$ cat src/rtl/bmg_pkg.sv
// shared types, constants and helper functions for the box mirror ghost block
package bmg_pkg;

    localparam int MaxParticlesDef = 1048576;
    localparam int QueueDepth      = 4;
    localparam int Combos          = 27;

    localparam int SideMinus = 0;
    localparam int SideNone  = 1;
    localparam int SidePlus  = 2;

    localparam logic [31:0] BoxLowReset  = 32'hffff_0000;
    localparam logic [31:0] BoxHighReset = 32'h0001_0000;
    localparam logic [15:0] ReachReset   = 16'd512;
    localparam logic [15:0] MinGapReset  = 16'd13;

    typedef enum logic [2:0] {
        CfgBoxLowX  = 3'd0,
        CfgBoxLowY  = 3'd1,
        CfgBoxLowZ  = 3'd2,
        CfgBoxHighX = 3'd3,
        CfgBoxHighY = 3'd4,
        CfgBoxHighZ = 3'd5,
        CfgReach    = 3'd6,
        CfgMinGap   = 3'd7
    } t_cfg_reg;

    typedef struct packed {
        logic [2:0][31:0] box_low;
        logic [2:0][31:0] box_high;
        logic [15:0]      reach;
        logic [15:0]      min_gap;
    } t_cfg;

    typedef struct packed {
        logic [2:0][31:0]    ghost_lo;
        logic [2:0][31:0]    pos;
        logic [2:0][31:0]    ghost_hi;
        logic [30:0]         smoothing_len;
        logic [19:0]         index;
        logic [Combos-1:0]   mask;
    } t_task;

    typedef struct packed {
        logic  valid;
        t_task data;
    } t_q_push;

    typedef struct packed {
        logic  empty;
        t_task data;
    } t_q_head;

    function automatic logic [Combos-1:0] side_mask(input int axis, input int side);
        logic [Combos-1:0] m;
        int s;
        m = '0;
        for (int k = 0; k < Combos; k++) begin
            case (axis)
                0:       s = k / 9;
                1:       s = (k / 3) % 3;
                default: s = k % 3;
            endcase
            m[k] = (s == side);
        end
        return m;
    endfunction

    localparam logic [2:0][Combos-1:0] MinusMask = {
        side_mask(2, SideMinus), side_mask(1, SideMinus), side_mask(0, SideMinus)};
    localparam logic [2:0][Combos-1:0] NoneMask = {
        side_mask(2, SideNone), side_mask(1, SideNone), side_mask(0, SideNone)};
    localparam logic [2:0][Combos-1:0] PlusMask = {
        side_mask(2, SidePlus), side_mask(1, SidePlus), side_mask(0, SidePlus)};

    function automatic logic [31:0] sat32(input logic signed [41:0] v);
        logic [31:0] r;
        if (v > 42'sd2147483647) begin
            r = 32'h7fff_ffff;
        end else if (v < -42'sd2147483648) begin
            r = 32'h8000_0000;
        end else begin
            r = v[31:0];
        end
        return r;
    endfunction

endpackage

$ cat src/rtl/bmg_queue.sv
// short first-in first-out queue between front end and ghost emitter
module bmg_queue (
    input  logic             i_clk,
    input  logic             i_rst_n,
    input  bmg_pkg::t_q_push i_push,
    input  logic             i_pop,
    output bmg_pkg::t_q_head o_head,
    output logic             o_full
);

    localparam int PtrW = $clog2(bmg_pkg::QueueDepth);
    localparam int CntW = $clog2(bmg_pkg::QueueDepth + 1);

    bmg_pkg::t_task r_mem [bmg_pkg::QueueDepth];
    logic [PtrW-1:0] r_wr_ptr;
    logic [PtrW-1:0] r_rd_ptr;
    logic [CntW-1:0] r_cnt;

    assign o_head.empty = (r_cnt == '0);
    assign o_head.data  = r_mem[r_rd_ptr];
    assign o_full       = (r_cnt == CntW'(bmg_pkg::QueueDepth));

    always_ff @(posedge i_clk) begin
        if (i_push.valid) begin
            r_mem[r_wr_ptr] <= i_push.data;
        end
    end

    always_ff @(posedge i_clk) begin
        if (!i_rst_n) begin
            r_wr_ptr <= '0;
            r_rd_ptr <= '0;
            r_cnt    <= '0;
        end else begin
            if (i_push.valid) begin
                r_wr_ptr <= (r_wr_ptr == PtrW'(bmg_pkg::QueueDepth - 1)) ? '0
                                                                          : r_wr_ptr + 1'b1;
            end
            if (i_pop) begin
                r_rd_ptr <= (r_rd_ptr == PtrW'(bmg_pkg::QueueDepth - 1)) ? '0
                                                                          : r_rd_ptr + 1'b1;
            end
            r_cnt <= r_cnt + CntW'(i_push.valid) - CntW'(i_pop);
        end
    end

endmodule

$ cat config.mk
export PLATFORM = sky130hd
export DESIGN_NAME = bmg_queue
export DESIGN_NICKNAME = d
export VERILOG_FILES = /design/src/rtl/bmg_pkg.sv /design/src/rtl/bmg_queue.sv
export SDC_FILE = /design/constraint.sdc
export NUM_CORES = 1
export LEC_CHECK = 0
export BUFFER_PORTS_ARGS = -buffer_cell sky130_fd_sc_hd__buf_4
export CORE_UTILIZATION = 40
export DETAILED_ROUTE_END_ITERATION = 16
export SLEW_MARGIN = 25
export SYNTH_ARGS = -nofsm -noshare
export SYNTH_HDL_FRONTEND = slang
export SYNTH_SLANG_ARGS = --single-unit
$ cat constraint.sdc
create_clock -name i_clk -period 13.2 [get_ports i_clk]
set_clock_uncertainty 0.1 [all_clocks]
set_input_delay 0 -clock i_clk [delete_from_list [all_inputs] [get_ports i_clk]]
set_output_delay 0 -clock i_clk [all_outputs]
set_load 0.005 [all_outputs]
# --- Word-level counts from Yosys, hierarchy flattened ---
# Memories as Yosys holds them, arrays and structs flattened. A register that Yosys moved wholly into a read port is not among the register bits.
# Cells that the tools add are included.
word_totals:
  regBits: 7
  output_inout_bits: 368
  n_memories: 1
  wordCells: 18
  ram_bits: 1464
mem_list:
  columns: ["name", "depth", "word_bits", "rd", "rd_ports_with_merged_regs", "wr", "line", "text"]
  rows:
  - ["r_mem", 4, 366, 1, 1, 1, "bmg_queue.sv:14", "bmg_pkg::t_task r_mem [bmg_pkg::QueueDepth];"]
classes:
  addsub: 4
  n_reduce_logical: 1
  n_eq_ne: 3
  n_mux: 6
ops:
  columns: ["operator", "count"]
  rows:
  - ["2-bit two-way mux", 4]
  - ["2-bit by 1-bit adder with 2-bit output (second input constant)", 2]
  - ["2-bit equality test (second input constant)", 2]
  - ["3-bit by 1-bit adder with 3-bit output", 1]
  - ["3-bit equality test (second input constant)", 1]
  - ["3-bit logical NOT", 1]
  - ["3-bit by 1-bit subtractor with 3-bit output", 1]
  - ["1-bit two-way mux", 2]

# --- Longest topological paths before layout ---
# Gate-level depths: netlist (run 1).
logic_depth:
  word_depth: 4
  depth_mapped: 7

# --- Worst setup path before layout (run 1) ---
# No wires, ideal clock.
synth_path:
  path_type: "flip-flop to flip-flop"
  start: "register r_wr_ptr[0]"
  end: "memory r_mem[0][0] in the netlist's numbering (enable)"
  path_stages_with_launch: 4
  setup_ns: 0.774
  path_buffers: 0
  t_arrival_ns: 8.803
  required_time_ns: 12.326
  path_slack_ns: 3.523
  path_cell_list: "dfxtp_1 -> inv_1 -> ha_1 -> and2_1"
synth_rtl:
  columns: ["item", "line", "text"]
  rows:
  - ["from (decl)", "bmg_queue.sv:15", "logic [PtrW-1:0] r_wr_ptr;"]
  - ["from (signal assigned)", "bmg_queue.sv:36", "r_wr_ptr <= (r_wr_ptr == PtrW'(bmg_pkg::QueueDepth - 1)) ? '0"]
  - ["to (decl)", "bmg_queue.sv:14", null]
# Straight into the memory's write port.

==> results of run 1 <==
## metrics by stage
step	total power, W	hold WS (ps)	util	cells	setup WS (ps)
2_1_floorplan	0.00593	-1.13	-	1956	3520
3_3_place_gp	0.00636	97.3	0.460	4409	8420
3_5_place_dp	0.00639	103	0.460	4410	8720
4_1_cts	0.0107	12.4	0.552	5419	8390
5_1_grt	0.0110	21.9	0.552	5429	8320
6_report	0.0106	54.5	0.552	5431	8580
## cells in the mapped netlist (all sizes together)
master,number
buf,77
nor2,3
clkbuf,5
a21oi,2
fa,1
xor3,1
mux2i,2
and3,1
edfxtp,1464
or3b,2
mux4,366
and2,6
nand2b,2
ha,7
inv,7
nor3,1
dfxtp,9
## final cells by class
cell class,count,area [µm²]
Inverter,7,26.3
Antenna cell,11,27.5
Timing Repair Buffer,1510,13300
Tap cell,1768,2210
Clock buffer,196,4160
Clock inverter,72,679
Multi-Input combinational cell,394,9410
Sequential cell,1473,44100
Fill cell,10000,60000
## worst max-delay path, stage by stage, from the launching register on
cell                      delay (ps)
sky130_fd_sc_hd__dfxtp_4         570
sky130_fd_sc_hd__buf_4           770
sky130_fd_sc_hd__buf_4           920
sky130_fd_sc_hd__buf_4           720
sky130_fd_sc_hd__mux4_1          450
sky130_fd_sc_hd__buf_4           170
## power by group
| part | internal [W] | total [W] | switching (W) |
|---|---|---|---|
| sequential | 0.00535 | 0.00539 | 0.0000408 |
| clock | 0.00243 | 0.00414 | 0.00171 |
| combinational | 0.000602 | 0.00108 | 0.000479 |
## worst max path at each step
stage	start	end
2_1_floorplan	r_wr_ptr[0]	r_mem[0][0]
3_3_place_gp	r_wr_ptr[0]	r_mem[2][319]
3_5_place_dp	r_wr_ptr[0]	r_mem[2][323]
4_1_cts	flip-flop	o_head[336]
5_1_grt	flip-flop	o_head[336]
6_report	flip-flop	o_head[329]
## kinds of logic after synthesis
kind of cell,Yosys count,share of synthesized area
adders and majority gates,8,0.00198
DFF,1473,0.814
and+or+nand+nor,15,0.00166
buffers and inverters,89,0.0127
xor gates and xnor gates,1,0.000438
muxes,368,0.169
AOI/OAI and AO/OA,2,0.000185
## flip-flops by register name, summed over array words and instances, names as in the netlist, named ones only
register  flops
r_cnt         3
r_rd_ptr      2
r_wr_ptr      2
r_mem      1464
## what timing repair did
| action | in CTS | in global routing |
|---|---|---|
| endpoints found under the setup margin | 0 | 0 |
| buffers inserted | 0 | 0 |
| resized for setup | 0 | 0 |
| hold buffers | 741 | 0 |
| hold endpoints to repair | 1661 | 0 |
## cell usage in the layout, fill, tap and decap left out, types with 3 or more instances in the layout
| master | n |
|---|---|
| sky130_fd_sc_hd__clkinvlp_4 | 5 |
| sky130_fd_sc_hd__and2_4 | 4 |
| sky130_fd_sc_hd__inv_6 | 3 |
| sky130_fd_sc_hd__dlygate4sd3_1 | 741 |
| sky130_fd_sc_hd__bufinv_16 | 11 |
| sky130_fd_sc_hd__clkbuf_16 | 160 |
| sky130_fd_sc_hd__buf_4 | 762 |
| sky130_fd_sc_hd__dfxtp_1 | 7 |
| sky130_fd_sc_hd__clkbuf_1 | 34 |
| sky130_fd_sc_hd__clkinv_8 | 3 |
| sky130_fd_sc_hd__nor2_1 | 3 |
| sky130_fd_sc_hd__buf_12 | 4 |
| sky130_fd_sc_hd__clkinv_1 | 32 |
| sky130_fd_sc_hd__inv_1 | 7 |
| sky130_fd_sc_hd__clkinv_2 | 14 |
| sky130_fd_sc_hd__mux4_1 | 241 |
| sky130_fd_sc_hd__mux4_2 | 125 |
| sky130_fd_sc_hd__clkinv_4 | 3 |
| sky130_fd_sc_hd__edfxtp_1 | 1464 |
| sky130_fd_sc_hd__ha_1 | 7 |
| sky130_fd_sc_hd__diode_2 | 11 |
## layer usage
metal / global-route usage / wire length, µm / share of wire
met3: 0.0578 / 8950 / 0.073
met2: 0.295 / 61800 / 0.51
met5: 0 / 67 / 0.00055
met1: 0.214 / 48000 / 0.39
met4: 0.0608 / 3600 / 0.029
==> impl_metrics.csv, run 1 <==
group,metric,value,unit
clock_tree,clock-sinks,1473,
worst_setup_path,cp.arrival,4520,ps
placed_design,io_buffer_count,737,
final_layout,drive_gt1_frac,0.302,
sta,highest_clock_rate,0.216,GHz
worst_hold_path,worst_hold_path_class,"input pin to flip-flop",
clock_tree,worst_setup_hold_path_clk_slew,60,ps
sta,worstMarginPinSlew,1190,ps
grt,combined_global_route_utilization_of_all_metal_layers,0.176,
synthesis,syn-num-nets,2334,
worst_setup_path,cp_max_fo,71,
grt,globalRouteOverflowTotal,0,
die,die_w,370,µm
worst_setup_path,path_class,"flip-flop to output port",
die,dieArea,137000,µm²
die,core-area,134000,µm²
power_and_ir_drop,worst_ir_drop_vdd,0.122,mV
final_layout,design_area,73900,µm²
grt,antenna_found_initial,15,
routing,detail_route.drc_violations,0,
worst_setup_path,rr_startpoint,"r_wr_ptr[0]",
sta,fin_setup_tns,0,ps
placed_design,placedInstanceArea,61600,µm²
worst_setup_path,r2r_end,"r_mem[2][316]",
worst_hold_path,whs_endpoint,"r_mem[1][151]",
routing,antenna_violating_nets_post_route,0,
synthesis,synth_seq_cells,1473,
clock_tree,htree_num_levels,4,
routing,post_drt_via_cell_ratio,4.97,
worst_setup_path,critPathRequiredTime,13100,ps
synthesis,synthesis.yosys.warnings,0,
sta,grt_setup_unrepaired,"no",
sta,finalMaxSlewViolations,0,
clock_tree,clock_insertion_delay_worst_skew,760,ps
synthesis,synth_seq_area_share,0.814,
power_and_ir_drop,power_density,143,nW/µm²
grt,maximum_number_of_pins_on_one_net_before_global_route_repair,139,
die,die_y,370,µm
routing,avgRoutedWirePerCell,22.5,µm
sta,setup_viol,0,
sta,final_min_period_over_clock_period,0.350,
clock_tree,cts_root_buffer,"sky130_fd_sc_hd__clkbuf_16",
worst_setup_path,critical_path.startpoint_type,"flip-flop",
synthesis,post_synth.cell_area_avg,27.7,µm²
placed_design,finalWeightedCongestion,0.799,
die,floorplan.io_pins,738,
worst_hold_path,hold_path_depth,2,
grt,first_pass_grt_wire_length,180000,µm
worst_setup_path,endpoint_kind,"output port",
placed_design,detailedPlacementHpwl,73400,µm
synthesis,post_synth_instance_area,54200,µm²
die,floorplan.initialDensity,0.405,
die,row_count,134,
power_and_ir_drop,total_leakage_power,25.7,nW
sta,relSlewSlack,0.206,
synthesis,netlist_instances,1956,
clock_tree,tritoncts,"yes",
synthesis,post_synth_num_cell_types,20,
sta,timing.final.hold_violations,0,
final_layout,area_delta_synth_final,36.4,%
worst_setup_path,rr_worst_depth,6,
synthesis,biggest_area_consumer_among_synthesized_cells,"sky130_fd_sc_hd__edfxtp_1",
outcome,outcome,"finished, final reports clean",
routing,vias,27000,
routing,finalWirelength,122000,µm
run,max-cap-violations,0,
final_layout,total_number_of_nets_in_the_final_design,3916,
routing,detailedRoute.firstIterationViolations,1794,
worst_hold_path,min_delay_startpoint,"i_push[151]",
grt,via_count_of_the_first_global_routing_pass,28900,
worst_setup_path,r2r_slack,8820,ps
synthesis,synth.area.top_cells,"sky130_fd_sc_hd__edfxtp_1 (81%), sky130_fd_sc_hd__mux4_1 (12%), sky130_fd_sc_hd__mux4_2 (5.2%)",
routing,firstDrtPassIters,5,
sta,final.min_clock_period,4620,ps
clock_tree,cts_inserted_buffers,152,
synthesis,netlist.area_leader.share,0.811,
clock_tree,clk_path_buf_depth,3,
Power figures use the tool's default switching activity.
==> run 2: changes to the inputs <==
--- a/config.mk
+++ b/config.mk
@@ -5,6 +5,7 @@
 export SDC_FILE = /design/constraint.sdc
 export NUM_CORES = 1
 export LEC_CHECK = 0
+export ABC_AREA = 1
 export BUFFER_PORTS_ARGS = -buffer_cell sky130_fd_sc_hd__buf_4
 export CORE_UTILIZATION = 40
 export DETAILED_ROUTE_END_ITERATION = 16
==> constraint.sdc (replaced) <==
create_clock -name i_clk -period 4.43 [get_ports i_clk]
set_clock_uncertainty 0.1 [all_clocks]
set_input_delay 0 -clock i_clk [delete_from_list [all_inputs] [get_ports i_clk]]
set_output_delay 0 -clock i_clk [all_outputs]
set_load 0.005 [all_outputs]
==> run 2 against run 1 <==
Against the previous run: critical path depth unchanged; critical endpoint is now o_head[112]; total power grew to 3.1 times the previous value; first-iteration DRC count rose by 16%; largest cell class unchanged; global-route usage up 0.48 points; highest routed layer unchanged.
==> impl_metrics.csv, run 2 <==
group,metric,value,unit
synthesis,synth_seq_area_share,0.749,
sta,hold_slack,330,ps
worst_hold_path,min_delay_startpoint,"i_push[366]",
synthesis,biggest_area_consumer_among_synthesized_cells,"sky130_fd_sc_hd__edfxtp_1",
routing,vias,37400,
power_and_ir_drop,total_leakage_power,30.6,nW
sta,setup_viol,0,
die,floorplan.io_pins,738,
power_and_ir_drop,p_sw,0.00767,W
clock_tree,cts_root_buffer,"sky130_fd_sc_hd__clkbuf_16",
sta,final_min_period_over_clock_period,0.688,
synthesis,netlist_instances,4331,
die,die_w,386,µm
worst_setup_path,r2r_end,"r_cnt[1]",
sta,highest_clock_rate,0.328,GHz
final_layout,area_delta_synth_final,33.7,%
routing,avgRoutedWirePerCell,17.6,µm
sta,finalMaxSlewViolations,0,
grt,combined_global_route_utilization_of_all_metal_layers,0.181,
power_and_ir_drop,power_density,416,nW/µm²
outcome,outcome,"finished, final reports clean",
routing,finalWirelength,139000,µm
worst_setup_path,path_class,"flip-flop to output port",
worst_hold_path,hold_path_depth,4,
worst_setup_path,cp.arrival,2950,ps
final_layout,largest_reg_flops,1464,
clock_tree,cts_resized,0,
die,die_y,386,µm
routing,firstDrtPassIters,6,
final_layout,top_registers,"r_mem x1464, r_cnt x3",
routing,post_drt_via_cell_ratio,4.74,
final_layout,mostFrequentLayoutCells,"sky130_fd_sc_hd__edfxtp_1 (1464), sky130_fd_sc_hd__buf_4 (810), sky130_fd_sc_hd__inv_1 (742), sky130_fd_sc_hd__dlygate4sd3_1 (742), sky130_fd_sc_hd__nand2_1 (740)",
die,dieArea,149000,µm²
placed_design,io_buffer_count,737,
power_and_ir_drop,power.sequential.fraction,0.492,
synthesis,synth.area.top_cells,"sky130_fd_sc_hd__edfxtp_1 (75%), sky130_fd_sc_hd__inv_1 (4.8%), sky130_fd_sc_hd__nand2_1 (4.7%)",
synthesis,synth_commonest_cells,"sky130_fd_sc_hd__edfxtp_1 (1464), sky130_fd_sc_hd__inv_1 (748), sky130_fd_sc_hd__nand2_1 (743)",
synthesis,synth_seq_cells,1473,
power_and_ir_drop,worst_ir_drop_vdd,0.412,mV
die,core-area,146000,µm²
power_and_ir_drop,power.switching_fraction,0.234,
clock_tree,clk_path_buf_depth,3,
grt,antenna_found_initial,25,
worst_setup_path,cp_max_fo,52,
clock_tree,worst_setup_hold_path_clk_slew,60,ps
power_and_ir_drop,p_clk_frac,0.384,
power_and_ir_drop,internal_power,0.0251,W
synthesis,post_synth.cell_area_avg,13.6,µm²
clock_tree,tritoncts,"yes",
final_layout,final_common_cell,"sky130_fd_sc_hd__edfxtp_1",
grt,first_pass_grt_wire_length,207000,µm
routing,detail_route.drc_violations,0,
synthesis,yosysMostFrequentCell,"sky130_fd_sc_hd__edfxtp_1",
placed_design,finalWeightedCongestion,0.780,
final_layout,total_number_of_nets_in_the_final_design,6200,
sta,final.min_clock_period,3050,ps
grt,via_count_of_the_first_global_routing_pass,35900,
sta,worstMarginPinSlew,1030,ps
grt,global_routing_usage_on_met2,0.307,
synthesis,synthesis.yosys.warnings,0,
grt,maximum_number_of_pins_on_one_net_before_global_route_repair,161,
synthesis,syn-num-nets,4709,
power_and_ir_drop,pwr-share-comb,0.124,
clock_tree,clock-sinks,1473,
synthesis,synth-edff-count,1464,
worst_setup_path,endpoint_kind,"output port",
clock_tree,htree_num_levels,4,
clock_tree,number_of_setup_buffers_added_after_cts,0,
final_layout,nFillCells,11900,
routing,detailedRoute.firstIterationViolations,2073,
grt,grt.met3_usage,0.0501,
worst_hold_path,whs_endpoint,"r_mem[3][67]",
final_layout,final_core_utilization,0.540,
worst_setup_path,r2r_slack,1690,ps
synthesis,post_synth_instance_area,59000,µm²
worst_setup_path,critical_path.startpoint_type,"flip-flop",
placed_design,detailedPlacementHpwl,85800,µm
worst_setup_path,critPathRequiredTime,4330,ps
sta,grt_setup_unrepaired,"no",
worst_hold_path,worst_hold_path_class,"input pin to flip-flop",
routing,antenna_violating_nets_post_route,0,
clock_tree,clock_insertion_delay_worst_skew,770,ps
final_layout,register_with_the_most_flip_flops,"r_mem",
die,floorplan.initialDensity,0.404,
run,max-cap-violations,0,
clock_tree,number_of_buffers_added_to_fix_hold_violations_after_cts,742,
grt,grtUsageMet1,0.218,
clock_tree,cts_inserted_buffers,154,
grt,grt.busiest_layer,"met2",
die,row_count,140,
worst_setup_path,rr_worst_depth,9,
grt,globalRouteOverflowTotal,0,
synthesis,synth_flop_cell,"sky130_fd_sc_hd__edfxtp_1",
final_layout,drive_gt1_frac,0.214,
synthesis,synth-async-reset-ratio,0,
synthesis,netlist.area_leader.share,0.746,
sta,timing.final.hold_violations,0,
worst_setup_path,rr_startpoint,"r_cnt[0]",
sta,relSlewSlack,0.315,
synthesis,post_synth_num_cell_types,19,
run 2: cell count changes after synthesis, moves of 7 or more:
| cell | before | now |
|---|---|---|
| sky130_fd_sc_hd__buf_2 | 38 | 114 |
| sky130_fd_sc_hd__buf_6 | 35 | 60 |
| sky130_fd_sc_hd__nor2_1 | 3 | 10 |
| sky130_fd_sc_hd__inv_1 | 7 | 748 |
| sky130_fd_sc_hd__o211ai_1 | 0 | 166 |
| sky130_fd_sc_hd__clkbuf_1 | 5 | 27 |
| sky130_fd_sc_hd__buf_4 | 0 | 31 |
| sky130_fd_sc_hd__a21oi_1 | 2 | 368 |
| sky130_fd_sc_hd__mux4_1 | 241 | 0 |
| sky130_fd_sc_hd__buf_1 | 0 | 11 |
| sky130_fd_sc_hd__nand2_1 | 0 | 743 |
| sky130_fd_sc_hd__o211ai_2 | 0 | 200 |
| sky130_fd_sc_hd__mux4_2 | 125 | 0 |
| sky130_fd_sc_hd__o21ai_0 | 0 | 369 |
run 2: how the worst max path moves through the flow:
| stage | from | to | slack [ps] | cells past startpoint |
|---|---|---|---|---|
| after floorplan | r_wr_ptr[0] | r_mem[0][0] | -2170 | 4 |
| final | flip-flop | o_head[112] | 1380 | 5 |
| after global placement | r_wr_ptr[0] | r_mem[3][43] | 1850 | 5 |
| after global routing | flip-flop | o_head[255] | 1180 | 5 |
| after CTS | flip-flop | o_head[238] | 1080 | 5 |
| after detailed placement | r_wr_ptr[0] | r_mem[3][43] | 1850 | 5 |
run 2: logic make-up (layout without fill, tap and decap cells):
group,Yosys count,count (layout),synth area share
flops,1473,1473,0.749
compound gates,1103,1103,0.126
buf+inv,992,2608,0.0754
simple gates,755,755,0.0481
fa+ha+maj,8,8,0.00182
other cells,0,19,0
run 2: layer usage:
metal  vias up  wire length (µm)
met5         -               110
met4        16              4470
met3       245              9520
met2       921             68700
met1     18000             55900
li1      18200                 -
run 2: critical path, cell delays in order (launching register included):
cell                      delay, ps
sky130_fd_sc_hd__dfxtp_4        990
sky130_fd_sc_hd__buf_4          630
sky130_fd_sc_hd__a21oi_1         90
sky130_fd_sc_hd__o21ai_0        120
sky130_fd_sc_hd__nand2_1        130
sky130_fd_sc_hd__buf_4          160
run 2: cell type report:
class	instances	area [µm²]	share of cell area
well taps	1917	2400	0.0304
diodes	19	47.5	0.000603
multi-input cells	1866	10400	0.132
clock buffers	190	4140	0.0525
inverters	748	2820	0.0358
repair buffers	1579	14000	0.178
clock inverters	91	825	0.0105
flip-flops and latches	1473	44200	0.560
run 2: power by group through the flow:
stage | Sequential (W) | Clock, W | Combinational, W
final | 0.0161 | 0.0126 | 0.00407
after global routing | 0.0162 | 0.0134 | 0.00446
after CTS | 0.0161 | 0.0129 | 0.00411
after detailed placement | 0.0164 | 0 | 0.00354
after global placement | 0.0164 | 0 | 0.00350
after floorplan | 0.0165 | 0 | 0.00172
run 2: stage by stage:
step | setup WS (ps) | cells | setup TNS [ps] | instance area (µm²) | power (W)
after floorplan | -2170 | 4331 | -3170940 | 59000 | 0.0182
after global placement | 1850 | 6840 | 0 | 66400 | 0.0199
after detailed placement | 1850 | 6840 | 0 | 66400 | 0.0200
after CTS | 1080 | 7863 | 0 | 78800 | 0.0331
after global routing | 1180 | 7880 | 0 | 78800 | 0.0340
final | 1380 | 7883 | 0 | 78800 | 0.0328
==> run 3: changes to the inputs <==
==> constraint.sdc (replaced) <==
create_clock -name i_clk -period 3 [get_ports i_clk]
set_clock_uncertainty 0.1 [all_clocks]
set_input_delay 0 -clock i_clk [delete_from_list [all_inputs] [get_ports i_clk]]
set_output_delay 0 -clock i_clk [all_outputs]
set_load 0.005 [all_outputs]
==> run 3 against run 2 <==
Against the previous run: via count down 0.26%; clock power up 48%; sequential cell count unchanged; sequential power up 48%; sequential share of layout area down 0.24 points; non-clock buffer count up 5; critical path depth up 1; cell count up 0.10%; global-route usage up 0.31 points; worst setup slack worse by 1100 ps; critical path type unchanged; highest routed layer unchanged.
==> impl_metrics.csv, run 3 (same netlist as run 2, synthesis figures left out) <==
group,metric,value,unit
clock_tree,clk_path_buf_depth,3,
final_layout,register_with_the_most_flip_flops,"r_mem",
grt,maximum_number_of_pins_on_one_net_before_global_route_repair,181,
grt,globalRouteOverflowTotal,0,
power_and_ir_drop,power_density,614,nW/µm²
clock_tree,cts_root_buffer,"sky130_fd_sc_hd__clkbuf_16",
placed_design,io_buffer_count,737,
sta,final.min_clock_period,2700,ps
worst_setup_path,rr_worst_depth,10,
worst_setup_path,critPathRequiredTime,2900,ps
worst_setup_path,termination_of_the_worst_setup_path,"o_head[342]",
die,row_count,140,
routing,avgRoutedWirePerCell,17.8,µm
power_and_ir_drop,total_leakage_power,30.7,nW
clock_tree,htree_num_levels,4,
worst_setup_path,endpoint_kind,"output port",
power_and_ir_drop,worst_ir_drop_vdd,0.551,mV
final_layout,total_number_of_nets_in_the_final_design,6208,
die,floorplan.initialDensity,0.404,
sta,final_min_period_over_clock_period,0.901,
sta,highest_clock_rate,0.370,GHz
routing,post_drt_via_cell_ratio,4.72,
worst_setup_path,path_class,"flip-flop to output port",
clock_tree,cts_resized,0,
final_layout,design_area,79200,µm²
die,floorplan.io_pins,738,
worst_setup_path,rr_startpoint,"r_cnt[0]",
sta,worstMarginPinSlew,905,ps
clock_tree,number_of_buffers_added_to_fix_hold_violations_after_cts,739,
grt,first_pass_grt_wire_length,211000,µm
sta,timing.final.hold_violations,0,
die,die_w,386,µm
placed_design,finalWeightedCongestion,0.778,
clock_tree,clock_insertion_delay_worst_skew,770,ps
final_layout,area_delta_synth_final,34.3,%
placed_design,place.detailed.instances,6849,
grt,antenna_found_initial,20,
routing,firstDrtPassIters,8,
final_layout,largest_reg_flops,1464,
worst_setup_path,cp.arrival,2600,ps
outcome,outcome,"finished, final reports clean",
run,max-cap-violations,0,
clock_tree,cts_inserted_buffers,157,
routing,antenna_violating_nets_post_route,0,
placed_design,placedInstanceArea,66700,µm²
final_layout,top_registers,"r_mem x1464, r_cnt x3",
clock_tree,worst_setup_hold_path_clk_slew,60,ps
sta,relSlewSlack,0.396,
final_layout,final_common_cell,"sky130_fd_sc_hd__edfxtp_1",
sta,finalWorstSetupSlack,297,ps
final_layout,final_core_utilization,0.543,
final_layout,layoutNonFillerInstCount,7891,
sta,grt_setup_unrepaired,"no",
die,dieArea,149000,µm²
routing,detailedRoute.firstIterationViolations,2321,
die,core-area,146000,µm²
sta,hold_slack,95.3,ps
placed_design,placement.setup.worst_slack,996,ps
clock_tree,number_of_setup_buffers_added_after_cts,0,
sta,setup_viol,0,
sta,finalMaxSlewViolations,0,
worst_setup_path,r2r_slack,710,ps
worst_setup_path,cp_max_fo,27,
grt,combined_global_route_utilization_of_all_metal_layers,0.184,
die,die_y,386,µm
final_layout,mostFrequentLayoutCells,"sky130_fd_sc_hd__edfxtp_1 (1464), sky130_fd_sc_hd__buf_4 (795), sky130_fd_sc_hd__inv_1 (742)",
worst_setup_path,critical_path.startpoint_type,"flip-flop",
routing,vias,37300,
worst_hold_path,worst_hold_path_class,"input pin to flip-flop",
routing,finalWirelength,140000,µm
grt,via_count_of_the_first_global_routing_pass,36800,
routing,detail_route.drc_violations,0,
clock_tree,clock-sinks,1473,
final_layout,nFillCells,11900,
final_layout,drive_gt1_frac,0.212,
clock_tree,tritoncts,"yes",
worst_setup_path,r2r_end,"r_cnt[2]",
placed_design,detailedPlacementHpwl,88000,µm
run 3: critical path: stages (launching register included):
cell                      delay, ps
sky130_fd_sc_hd__dfxtp_4        860
sky130_fd_sc_hd__buf_12         280
sky130_fd_sc_hd__buf_4          230
sky130_fd_sc_hd__a21oi_1         70
sky130_fd_sc_hd__o21ai_0        120
sky130_fd_sc_hd__nand2_1        110
sky130_fd_sc_hd__buf_4          150
run 3: final cells by class:
| type | count | area, µm² | share of cell area |
|---|---|---|---|
| clock buffer | 208 | 4180 | 0.0528 |
| timing repair buffer | 1584 | 14400 | 0.181 |
| clock inverter | 82 | 818 | 0.0103 |
| multi-input combinational | 1866 | 10400 | 0.131 |
| tap | 1917 | 2400 | 0.0303 |
| sequential | 1473 | 44200 | 0.558 |
| antenna | 13 | 32.5 | 0.000411 |
| inverter | 748 | 2820 | 0.0357 |
run 3: power breakdown:
part | internal [W] | switching, W
Combinational | 0.00279 | 0.00335
Clock | 0.0107 | 0.00791
Sequential | 0.0236 | 0.000213
Total | 0.0371 | 0.0115
run 3: per-layer routing:
layer / global-route usage / vias to the layer above / wire (µm)
met1: 0.231 / 17800 / 58100
met5: 0 / - / 94
met2: 0.311 / 978 / 68800
li1: - / 18200 / -
met3: 0.0465 / 222 / 9570
met4: 0.0589 / 14 / 3580
run 3: stage by stage:
| step | power (W) | TNS, ps |
|---|---|---|
| after floorplan | 0.0269 | -5264460 |
| after global placement | 0.0295 | 0 |
| after detailed placement | 0.0296 | 0 |
| after CTS | 0.0491 | 0 |
| after global routing | 0.0505 | 0 |
| final | 0.0486 | 0 |
run 3: worst min path at each step:
stage | cells after the start | startpoint | slack (ps) | end
floorplan | 2 | i_rst_n | -7 | r_cnt[1]
global placement | 1 | i_push[302] | 100 | r_mem[2][302]
detailed placement | 1 | i_push[308] | 100 | r_mem[2][308]
CTS | 4 | i_push[366] | 20 | r_wr_ptr[1]
global route | 4 | i_push[366] | 40 | r_wr_ptr[1]
finish | 4 | i_push[366] | 100 | r_wr_ptr[1]
